$ cat src/hdl/lcs_pkg.sv
// Package with the shared types, constants and codes of the LRU cache set.
`default_nettype none

package lcs_pkg;

  // Geometry of the set.
  localparam int unsigned Ways    = 8;
  localparam int unsigned TagBits = 32;

  // Widths of the ports, fixed by the transaction format.
  localparam int unsigned PortTagW = 32;
  localparam int unsigned StateW   = 3;
  localparam int unsigned CmdW     = 2;

  typedef enum logic [CmdW-1:0] {
    CMD_LOOKUP = 2'd0,
    CMD_TOUCH  = 2'd1,
    CMD_INSERT = 2'd2,
    CMD_SET    = 2'd3
  } cmd_e;

  typedef enum logic [StateW-1:0] {
    ST_I = 3'd0,
    ST_S = 3'd1,
    ST_E = 3'd2,
    ST_M = 3'd3,
    ST_O = 3'd4,
    ST_F = 3'd5
  } state_e;

  typedef logic [TagBits-1:0] tag_t;

  // Position 0 is LRU, position Ways-1 is MRU.
  typedef logic   [Ways-1:0][TagBits-1:0] tag_arr_t;
  typedef state_e [Ways-1:0]              state_arr_t;

  // Result of the tag compare, handed from the match logic to the update logic.
  typedef struct packed {
    logic            hit;       // at least one valid way matches
    logic [Ways-1:0] first_oh;  // one-hot position of the match nearest LRU
    logic [Ways-1:0] at_or_up;  // positions at or above the first match
    tag_t            sel_tag;   // tag of the first match
    state_e          sel_state; // state of the first match
  } match_t;

  // Codes above F have no meaning and count as Invalid.
  function automatic state_e clean_state(logic [StateW-1:0] raw);
    state_e res;
    if (raw > StateW'(ST_F)) begin
      res = ST_I;
    end else begin
      res = state_e'(raw);
    end
    return res;
  endfunction

endpackage

`default_nettype wire

$ cat src/hdl/lru_cache_set_with_coherence_state.sv
// Top level of one true-LRU cache set with per-way coherence state.
// A transaction accepted into the input register is carried out when it moves on into the
// result register, which offers its result on the outputs; it waits while that register is full and not taken.
// One transaction per cycle while the outputs are taken; the tag compare of all ways, the LRU shift
// and the state write happen together, from the input register, when the transaction moves on.
// Reset: asynchronous, active low; all ways become Invalid with zero tags, both
// pipeline stages become empty.
`default_nettype none

module lru_cache_set_with_coherence_state (
  input  wire                          clk_i,
  input  wire                          rst_ni,
  input  wire                          in_valid_i,
  output logic                         in_ready_o,
  input  wire  [lcs_pkg::CmdW-1:0]     cmd_i,
  input  wire  [lcs_pkg::PortTagW-1:0] tag_i,
  input  wire  [lcs_pkg::StateW-1:0]   new_state_i,
  output logic                         out_valid_o,
  input  wire                          out_ready_i,
  output logic [lcs_pkg::StateW-1:0]   line_state_o,
  output logic [lcs_pkg::PortTagW-1:0] evicted_tag_o,
  output logic [lcs_pkg::StateW-1:0]   evicted_state_o
);
  import lcs_pkg::*;

  // Input register. The tag is cut to the tag width and unknown state codes
  // are folded to Invalid before they are stored.
  logic   in_valid_q;
  cmd_e   cmd_q;
  tag_t   tag_q;
  state_e ns_q;

  // The set itself, kept in recency order (position 0 is LRU).
  tag_arr_t   tags_q, tags_d;
  state_arr_t states_q, states_d;

  // Result register.
  logic   out_valid_q;
  state_e line_state_q, line_state_d;
  tag_t   ev_tag_q, ev_tag_d;
  state_e ev_state_q, ev_state_d;

  match_t match;
  logic   advance;
  logic   in_take;

  // The stored transaction moves on whenever the result register is empty
  // or its transaction leaves in this cycle; the input register refills at
  // the same edge.
  assign advance    = in_valid_q & (~out_valid_q | out_ready_i);
  assign in_ready_o = ~in_valid_q | advance;
  assign in_take    = in_valid_i & in_ready_o;

  always_ff @(posedge clk_i or negedge rst_ni) begin
    if (!rst_ni) begin
      in_valid_q <= 1'b0;
    end else if (in_ready_o) begin
      in_valid_q <= in_valid_i;
    end
  end

  always_ff @(posedge clk_i) begin
    if (in_take) begin
      cmd_q <= cmd_e'(cmd_i);
      tag_q <= tag_t'(tag_i);
      ns_q  <= clean_state(new_state_i);
    end
  end

  lcs_match u_match (
    .tag_i    (tag_q),
    .tags_i   (tags_q),
    .states_i (states_q),
    .match_o  (match)
  );

  lcs_update u_update (
    .cmd_i        (cmd_q),
    .tag_i        (tag_q),
    .new_state_i  (ns_q),
    .tags_i       (tags_q),
    .states_i     (states_q),
    .match_i      (match),
    .tags_o       (tags_d),
    .states_o     (states_d),
    .line_state_o (line_state_d),
    .ev_tag_o     (ev_tag_d),
    .ev_state_o   (ev_state_d)
  );

  // The set changes only when a transaction is carried out, so a stalled
  // transaction is never applied twice.
  always_ff @(posedge clk_i or negedge rst_ni) begin
    if (!rst_ni) begin
      tags_q   <= '0;
      states_q <= '{default: ST_I};
    end else if (advance) begin
      tags_q   <= tags_d;
      states_q <= states_d;
    end
  end

  always_ff @(posedge clk_i or negedge rst_ni) begin
    if (!rst_ni) begin
      out_valid_q <= 1'b0;
    end else if (advance) begin
      out_valid_q <= 1'b1;
    end else if (out_ready_i) begin
      out_valid_q <= 1'b0;
    end
  end

  always_ff @(posedge clk_i) begin
    if (advance) begin
      line_state_q <= line_state_d;
      ev_tag_q     <= ev_tag_d;
      ev_state_q   <= ev_state_d;
    end
  end

  assign out_valid_o     = out_valid_q;
  assign line_state_o    = line_state_q;
  assign evicted_tag_o   = PortTagW'(ev_tag_q);
  assign evicted_state_o = ev_state_q;

  // The input side only stalls behind a full result register that is not taken.
  assert property (@(posedge clk_i) disable iff (!rst_ni)
    !in_ready_o |-> (out_valid_q && !out_ready_i))
    else $error("input stalled without output back-pressure");

  // An insert puts the new block at MRU.
  assert property (@(posedge clk_i) disable iff (!rst_ni)
    (advance && cmd_q == CMD_INSERT) |=>
      (tags_q[Ways-1] == $past(tag_q) && states_q[Ways-1] == $past(ns_q)))
    else $error("inserted block not at MRU");

  // A touch that hits leaves a valid way at MRU.
  assert property (@(posedge clk_i) disable iff (!rst_ni)
    (advance && cmd_q == CMD_TOUCH && match.hit) |=> (states_q[Ways-1] != ST_I))
    else $error("touched way not at MRU");

  // Invalidating a way leaves an empty way at LRU.
  assert property (@(posedge clk_i) disable iff (!rst_ni)
    (advance && cmd_q == CMD_SET && match.hit && ns_q == ST_I) |=>
      (states_q[0] == ST_I && tags_q[0] == '0))
    else $error("invalidated way not at LRU");

  // A lookup reports a valid state only when some way matched.
  assert property (@(posedge clk_i) disable iff (!rst_ni)
    (advance && cmd_q == CMD_LOOKUP && !match.hit) |=> (line_state_q == ST_I))
    else $error("lookup miss reported a valid state");

endmodule

`default_nettype wire

$ cat src/hdl/lcs_match.sv
// Parallel tag compare of all ways with a priority pick toward LRU.
`default_nettype none

module lcs_match (
  input  lcs_pkg::tag_t       tag_i,
  input  lcs_pkg::tag_arr_t   tags_i,
  input  lcs_pkg::state_arr_t states_i,
  output lcs_pkg::match_t     match_o
);
  import lcs_pkg::*;

  logic [Ways-1:0] hit_vec;
  logic [Ways-1:0] seen;

  always_comb begin
    match_o = '0;
    seen    = '0;
    for (int unsigned i = 0; i < Ways; i++) begin
      hit_vec[i] = (states_i[i] != ST_I) && (tags_i[i] == tag_i);
    end
    for (int unsigned i = 0; i < Ways; i++) begin
      if (i == 0) begin
        seen[i] = hit_vec[i];
        match_o.first_oh[i] = hit_vec[i];
      end else begin
        seen[i] = seen[i-1] | hit_vec[i];
        match_o.first_oh[i] = hit_vec[i] & ~seen[i-1];
      end
    end
    match_o.at_or_up = seen;
    match_o.hit      = seen[Ways-1];
    for (int unsigned i = 0; i < Ways; i++) begin
      if (match_o.first_oh[i]) begin
        match_o.sel_tag   = match_o.sel_tag | tags_i[i];
        match_o.sel_state = state_e'(match_o.sel_state | states_i[i]);
      end
    end
  end

endmodule

`default_nettype wire

$ cat src/hdl/lcs_update.sv
// Next contents of the set and the result fields for one transaction.
`default_nettype none

module lcs_update (
  input  lcs_pkg::cmd_e       cmd_i,
  input  lcs_pkg::tag_t       tag_i,
  input  lcs_pkg::state_e     new_state_i,
  input  lcs_pkg::tag_arr_t   tags_i,
  input  lcs_pkg::state_arr_t states_i,
  input  lcs_pkg::match_t     match_i,
  output lcs_pkg::tag_arr_t   tags_o,
  output lcs_pkg::state_arr_t states_o,
  output lcs_pkg::state_e     line_state_o,
  output lcs_pkg::tag_t       ev_tag_o,
  output lcs_pkg::state_e     ev_state_o
);
  import lcs_pkg::*;

  // Copies of the set moved one place toward LRU and toward MRU.
  // The vacated end fills with zero, which is an empty Invalid way.
  tag_arr_t   tags_lru;
  tag_arr_t   tags_mru;
  state_arr_t states_lru;
  state_arr_t states_mru;
  logic       at_or_below;

  assign tags_lru   = tag_arr_t'(tags_i >> TagBits);
  assign tags_mru   = tag_arr_t'(tags_i << TagBits);
  assign states_lru = state_arr_t'(states_i >> StateW);
  assign states_mru = state_arr_t'(states_i << StateW);

  always_comb begin
    tags_o       = tags_i;
    states_o     = states_i;
    line_state_o = ST_I;
    ev_tag_o     = '0;
    ev_state_o   = ST_I;
    at_or_below  = 1'b0;
    case (cmd_i)
      CMD_LOOKUP: begin
        if (match_i.hit) begin
          line_state_o = match_i.sel_state;
        end
      end
      CMD_TOUCH: begin
        if (match_i.hit) begin
          for (int unsigned i = 0; i < Ways; i++) begin
            if (i == Ways - 1) begin
              tags_o[i]   = match_i.sel_tag;
              states_o[i] = match_i.sel_state;
            end else if (match_i.at_or_up[i]) begin
              tags_o[i]   = tags_lru[i];
              states_o[i] = states_lru[i];
            end
          end
        end
      end
      CMD_INSERT: begin
        ev_tag_o   = tags_i[0];
        ev_state_o = states_i[0];
        tags_o     = tags_lru;
        states_o   = states_lru;
        tags_o[Ways-1]   = tag_i;
        states_o[Ways-1] = new_state_i;
      end
      CMD_SET: begin
        if (match_i.hit) begin
          for (int unsigned i = 0; i < Ways; i++) begin
            at_or_below = ~match_i.at_or_up[i] | match_i.first_oh[i];
            if (new_state_i == ST_I) begin
              if (at_or_below) begin
                tags_o[i]   = tags_mru[i];
                states_o[i] = states_mru[i];
              end
            end else if (match_i.first_oh[i]) begin
              states_o[i] = new_state_i;
            end
          end
        end
      end
      default: begin
        tags_o = tags_i;
      end
    endcase
  end

endmodule

`default_nettype wire
$ cat config.mk
export PLATFORM = sky130hd
export DESIGN_NAME = lru_cache_set_with_coherence_state
export DESIGN_NICKNAME = d
export VERILOG_FILES = /design/src/hdl/lcs_pkg.sv /design/src/hdl/lru_cache_set_with_coherence_state.sv /design/src/hdl/lcs_match.sv /design/src/hdl/lcs_update.sv
export SDC_FILE = /design/constraint.sdc
export NUM_CORES = 1
export LEC_CHECK = 0
export BUFFER_PORTS_ARGS = -buffer_cell sky130_fd_sc_hd__buf_4
export CAP_MARGIN = 40
export CORE_UTILIZATION = 30
export DETAILED_ROUTE_END_ITERATION = 10
export GPL_TIMING_DRIVEN = 0
export PLACE_DENSITY = 0.41
export SLEW_MARGIN = 20
export SYNTH_ARGS = -nofsm -noshare
export SYNTH_HDL_FRONTEND = slang
export SYNTH_SLANG_ARGS = --single-unit
$ cat constraint.sdc
create_clock -name clk_i -period 3.75 [get_ports clk_i]
set_clock_uncertainty 0.05 [all_clocks]
set_input_delay 0.375 -clock clk_i [delete_from_list [all_inputs] [get_ports clk_i]]
set_output_delay 0.375 -clock clk_i [all_outputs]
set_load 0.005 [all_outputs]
Word-level counts from Yosys, hierarchy flattened --
Index checks and enable logic that the tools add are counted.
Storage, ports and cells: flip-flop bits (word level) 357, logic and storage cells 222
Cells by class: multiplexer cells 68, equal/unequal tests 43, bitwise gates (word level) 49, magnitude comparators 1, reduce and logical (&&, ||, !) cells 37
Operator list (number):
- 256-bit one-hot mux with 3 select lines | 1
- 32-bit 2-to-1 mux | 22
- 256-bit 2-to-1 mux | 2
- 35-bit 2-to-1 mux | 8
- 32-bit equality test | 8
- 32-bit bitwise OR | 7
- 3-bit 2-to-1 mux | 30
- 7-bit AND reduction | 12
- 24-bit one-hot mux with 3 select lines | 1
- 24-bit 2-to-1 mux | 2
- 2-bit by 1-bit != test with 1-bit output, second input constant | 17
- 3-bit nonzero test | 9
- 3-bit by 1-bit != test with 1-bit output, second input constant | 8
- 6-bit AND reduction | 4
- 3-bit != test, second input constant | 7
- 3-bit bitwise OR | 7
- 1-bit bitwise OR | 16
- 1-bit NOT | 10
- 1-bit bitwise AND | 9
- 1-bit logical AND | 8
- 2-bit equality test, second input constant | 2
- 3-bit greater-than comparator, second input constant | 1
- 3-bit logical NOT | 1
- 2-bit by 1-bit equality test with 1-bit output, second input constant | 1
- other kinds (4) | 5

Depth between registers and ports, before layout --
word-level depth 19, gate-level depth with buffers 14, mapped depth without buffers 9

Modules after synthesis --
Synthesis repeated with hierarchy kept, for this count alone.
Unflattened totals: cell total of the unflattened synthesis 2737, area, all modules 26484.2 um^2
Modules (own cells, without submodules):
- lru_cache_set_with_coherence_state | cells an instance 677, seq. area each 9308.9 um^2, times used 1, area an instance 13126.3 um^2
- lcs_update | cells an instance 1275, seq. area each 0.0 um^2, times used 1, area an instance 7553.5 um^2
- lcs_match | cells an instance 785, seq. area each 0.0 um^2, times used 1, area an instance 5804.3 um^2

Worst setup path after synthesis --
No wires, ideal clock.
kind register to register, from register tag_q[21], to register tags_q[236] in the netlist's numbering, cell stages (with the launch flop) 13, data arrival time 2.986 ns, required time 3.569 ns, period minus slack after synthesis 3.166 ns, slack 0.584 ns, library setup time 0.131 ns, cell sequence edfxtp_1 buf_6 xor2_1 or3_1 or4_1 buf_2 and3_4 a311o_1 a21boi_1 buf_6 buf_6 a21oi_1 o32ai_2
Between the ends: word-level cells in the longest chain between the ends 19
Ends and longest elaborated chain:
- start, declared | RTL line lru_cache_set_with_coherence_state.sv:30 | tag_t tag_q;
- start signal, assigned | RTL line lru_cache_set_with_coherence_state.sv:65 | tag_q <= tag_t'(tag_i);
- 32-bit equality test | RTL line lcs_match.sv:19 | hit_vec[i] = (states_i[i] != ST_I) && (tags_i[i] == tag_i);
- 1-bit logical AND | RTL line lcs_match.sv:19
- 35-bit 2-to-1 mux / 1-bit NOT (equally long branches)
- 32-bit bitwise OR / 1-bit bitwise AND (equally long branches) | RTL line lcs_match.sv:34, lcs_match.sv:27
- 35-bit 2-to-1 mux | RTL line lcs_match.sv:33 | if (match_o.first_oh[i]) begin
- 32-bit bitwise OR | RTL line lcs_match.sv:34 | match_o.sel_tag = match_o.sel_tag | tags_i[i];
- 35-bit 2-to-1 mux | RTL line lcs_match.sv:33
- 32-bit bitwise OR | RTL line lcs_match.sv:34
- (+3 left out)
- 32-bit bitwise OR | RTL line lcs_match.sv:34
- 35-bit 2-to-1 mux | RTL line lcs_match.sv:33
- 32-bit bitwise OR | RTL line lcs_match.sv:34
- 35-bit 2-to-1 mux | RTL line lcs_match.sv:33
- 32-bit bitwise OR | RTL line lcs_match.sv:34
- 35-bit 2-to-1 mux | RTL line lcs_match.sv:33
- 256-bit 2-to-1 mux | RTL line lcs_update.sv:46 | if (match_i.hit) begin
- 256-bit one-hot mux with 3 select lines | RTL line lcs_update.sv:39 | case (cmd_i)
- end signal, assigned | RTL line lru_cache_set_with_coherence_state.sv:98 | tags_q <= tags_d;
- end, declared | RTL line lru_cache_set_with_coherence_state.sv:34 | tag_arr_t tags_q, tags_d;
Parallel ways exist; a longest one is shown, timed or not. The select of a mux whose other input is x is not followed. A chain may end at the register's enable or synchronous reset.

Worst setup path in the final report --
from register tag_q[30], to register tags_q[139] in the netlist's numbering
Between the ends: word-level cells in the longest chain between the ends 11
Ends and longest elaborated chain:
- 32-bit equality test | RTL line lcs_match.sv:19
- 1-bit logical AND | RTL line lcs_match.sv:19
- 1-bit bitwise OR (7 in a row) | RTL line lcs_match.sv:26 | seen[i] = seen[i-1] | hit_vec[i];
- 2-bit by 1-bit != test with 1-bit output (no source line)
- 7-bit AND reduction (no source line) (*)
Every way passes the cells marked *; elsewhere a longest branch is shown, timed or not.

==> flow_summary_export.csv <==
group,metric,value,unit
cts,cts_htree_levels,2,
timing,drv_slew,0,
global_routing,grt_pass1_vias,19126,
pwr,vdd_drop_max,0.355,mV
route,wirelength,98400,um
timing,hold_slack,0.0489,ns
placement,place_congestion,1.03,
synthesis,ys_warn_count,0,
synthesis,synth_top_area_cell,"dfrtp_1",
global_routing,grt_pass1_wl,140000,um
synthesis,synth_top_flop_cell,"dfrtp_1",
placement,place_hpwl,78700,um
floorplan,coreArea,71900,um^2
critical_path,cp-startpoint,"tag_q[30]",
cts,cts.path.max_buffers,3,
critical_path,reg2reg_from,"tag_q[30]",
worst_hold_path,hold_depth,3,
timing,max_freq,269,MHz
floorplan,initial_core_util,30.5,%
cts,cts.clk_slew.worst_paths,0.06,ns
critical_path,cp_cell_sequence,"buf_4, xnor2_4, nand4_1, nor4_2, nand4_1, o2111a_2, a31oi_4, buf_12, o211ai_1, buf_4, clkbuf_2, nand2_1, o21ai_0",
critical_path,timing.critical_path.to_type,"flip-flop",
global_routing,track_usage,26.3,%
worst_hold_path,worst_hold_startpoint,"out_ready_i",
synthesis,yosys-top-cells-area,"dfrtp_1 32%, edfxtp_1 10%, mux2i_1 7.3%, nand2_1 7.1%, xnor2_1 6.1%",
layout,drive_gt1_share,17.8,%
route,via_per_inst,5.46,
cts,cts_tree,"built",
route,drt_iter0_drc,1798,
worst_hold_path,hold_class,"in2reg",
floorplan,die_x,272,um
run,cap_violations,0,
critical_path,slowest_stage,"nor4_2",
floorplan,fp-row-count,98,
timing,setup_violations,0,
critical_path,cp.depth,13,
synthesis,yosys.area.top_type_share,32.2,%
floorplan,io_pins,81,
route,vias,19450,
layout,area_growth,24.7,%
pwr,p_leak,0.0113,uW
timing,fin_setup_tns,0,ns
timing,slew_headroom,36.6,%
route,ant_nets,0,
critical_path,crit_type,"reg2reg",
placement,portBuffers,80,
synthesis,syn_area,21900,um^2
route,drc,0,
synthesis,ys_async_sr_fraction,79.0,%
cts,cts-buffers-inserted,47,
critical_path,path_buf_inv,4,
synthesis,ys_ff_latch,357,
critical_path,startpoint_type,"flip-flop",
synthesis,syn_avg_cell_area,9.29,um^2
critical_path,r2r_cells,13,
critical_path,required,4.15,ns
timing,fin_crit,3.72,ns
critical_path,cp.arrival,4.12,ns
cts,clock_sinks,357,
layout,n_antenna_cell,0,
floorplan,die_area,74100,um^2
synthesis,synthCells,2359,
synthesis,synth_edf_count,75,
timing,hold_viol,0,
critical_path,cp_top_family,"simple AND/OR/NAND/NOR gates",
synthesis,seq_area_frac_synth,42.5,%
synthesis,ys_top_cells_by_count,"413 x nand2_1, 282 x dfrtp_1, 188 x o21ai_0, 160 x mux2i_1, 153 x xnor2_1",
cts,clockRootBuffer,"clkbuf_16",
run_status,status,"complete, no violations",
global_routing,grt_max_degree,90,
route,routedWlPerCell,27.6,um
timing,finalCritPeriodShare,99.1,%
global_routing,grt_antenna_before_repair,0,
layout,nets,2618,
route,drt_first_pass_iters,5,
global_routing,overflow,0,
critical_path,max_stage_delay,0.41,ns
pwr,powerDensity,635,nW/um^2
cts,insertion_delay,0.60,ns
synthesis,syn-num-nets,2400,
critical_path,crit_fanout,10,
synthesis,synth_cell_types,68,
floorplan,fp.dieH,272,um
timing,tightest_slew,0.950,ns
layout,fill_cells,7275,
pwr,finalPower,17300,uW
synthesis,synth_most_common_cell,"nand2_1",
[timing repair]
item / 4_1_cts / 5_1_grt
endpoints found under the setup margin: 283 / 274
hold buffers: 38 / 0
setup buffers: 14 / 9
hold endpoints to repair: 82 / 0
pin swaps: 27 / 21
resized for setup: 151 / 109
[sequential cells by signal, indices dropped and copies added (netlist names)]
| name | count |
|---|---|
| cmd_q | 2 |
| evicted_state_o | 3 |
| evicted_tag_o | 32 |
| in_valid_q | 1 |
| line_state_o | 3 |
| ns_q | 3 |
| out_valid_o | 1 |
| states_q | 24 |
| tag_q | 32 |
| tags_q | 256 |
[placed cells by master, fill, tap and decap left out, drive strengths merged, types with 7 or more instances in the layout]
master       instances
xnor2              153
clkinv              12
nor2b               11
inv                 34
a211oi              33
clkbuf             177
and3                 8
edfxtp              75
nor4                45
dfrtp              282
o32ai               31
a31oi               69
o2bb2ai             31
buf                201
a21oi               60
dlygate4sd3         38
mux2                15
o21ai              189
and4                10
o211ai               9
or3                  7
nor3                22
a221oi              35
o21a                 8
and2                72
nor4b               13
nand2              413
xor2               107
nand3               15
mux2i              160
nor2               130
nand4               52
a221o               34
[cells by family (layout without fill, tap and decap cells)]
group           after synthesis  in the layout  share of synthesized area [%]
flops                       357            357                           42.5
compound gates              525            525                           16.9
xor+xnor                    260            260                           10.4
simple gates                823            823                           17.7
buf+inv                     219            471                           4.49
mux                         175            175                           8.08
[through the flow]
| step | cell area, um^2 | std cells | util, % | setup WS (ns) |
|---|---|---|---|---|
| 2_1_floorplan | 21900 | 2359 | - | 0.584 |
| 3_3_place_gp | 23700 | 3389 | 33.0 | -1.75 |
| 3_5_place_dp | 24100 | 3418 | 33.5 | -1.13 |
| 4_1_cts | 26900 | 3550 | 37.4 | 0.000935 |
| 5_1_grt | 27300 | 3561 | 38.0 | -0.0261 |
| 6_report | 27300 | 3561 | 38.0 | 0.0347 |
[worst reg2reg max path, delay by kind of cell, from the launching register on]
kind / cells / cell delay, ns
simple gates: 4 / 1.09
compound gates: 4 / 0.91
buf+inv: 4 / 0.85
flops: 1 / 0.36
xor+xnor: 1 / 0.32
[routing by layer]
| layer | track usage (%) | wire length, um | vias up |
|---|---|---|---|
| met5 | 0 | 0 | - |
| met4 | 12.4 | 5120 | 0 |
| met3 | 3.64 | 5860 | 169 |
| met2 | 39.8 | 43000 | 738 |
| met1 | 36.8 | 44400 | 9655 |
| li1 | - | - | 8888 |
[worst paths after layout]
check	endpoint	slack, ns
setup / recovery	tags_q[139]	0.03
hold / removal	out_valid_o	0.05
setup reg to reg	tags_q[139]	0.03
hold reg to reg	out_valid_o	0.46
max in group asynchronous	tags_q[16]	2.20
min in group asynchronous	tags_q[229]	0.23
[area by class of cell]
| cell class | count | area, um^2 | area share, % |
|---|---|---|---|
| clock buffer | 64 | 1320 | 4.83 |
| tap | 950 | 1190 | 4.35 |
| clock inverter | 19 | 176 | 0.645 |
| inverter | 34 | 128 | 0.467 |
| timing repair buffer | 173 | 1580 | 5.78 |
| multi-input combinational | 1783 | 12600 | 46.1 |
| buffer | 181 | 1030 | 3.75 |
| sequential | 357 | 9310 | 34.1 |
[power by group]
part / switching (uW) / internal [uW]
clock network: 1850 / 2660
registers: 2590 / 5150
logic: 2970 / 2130
total: 7410 / 9930
Power figures use the tool's default switching activity.
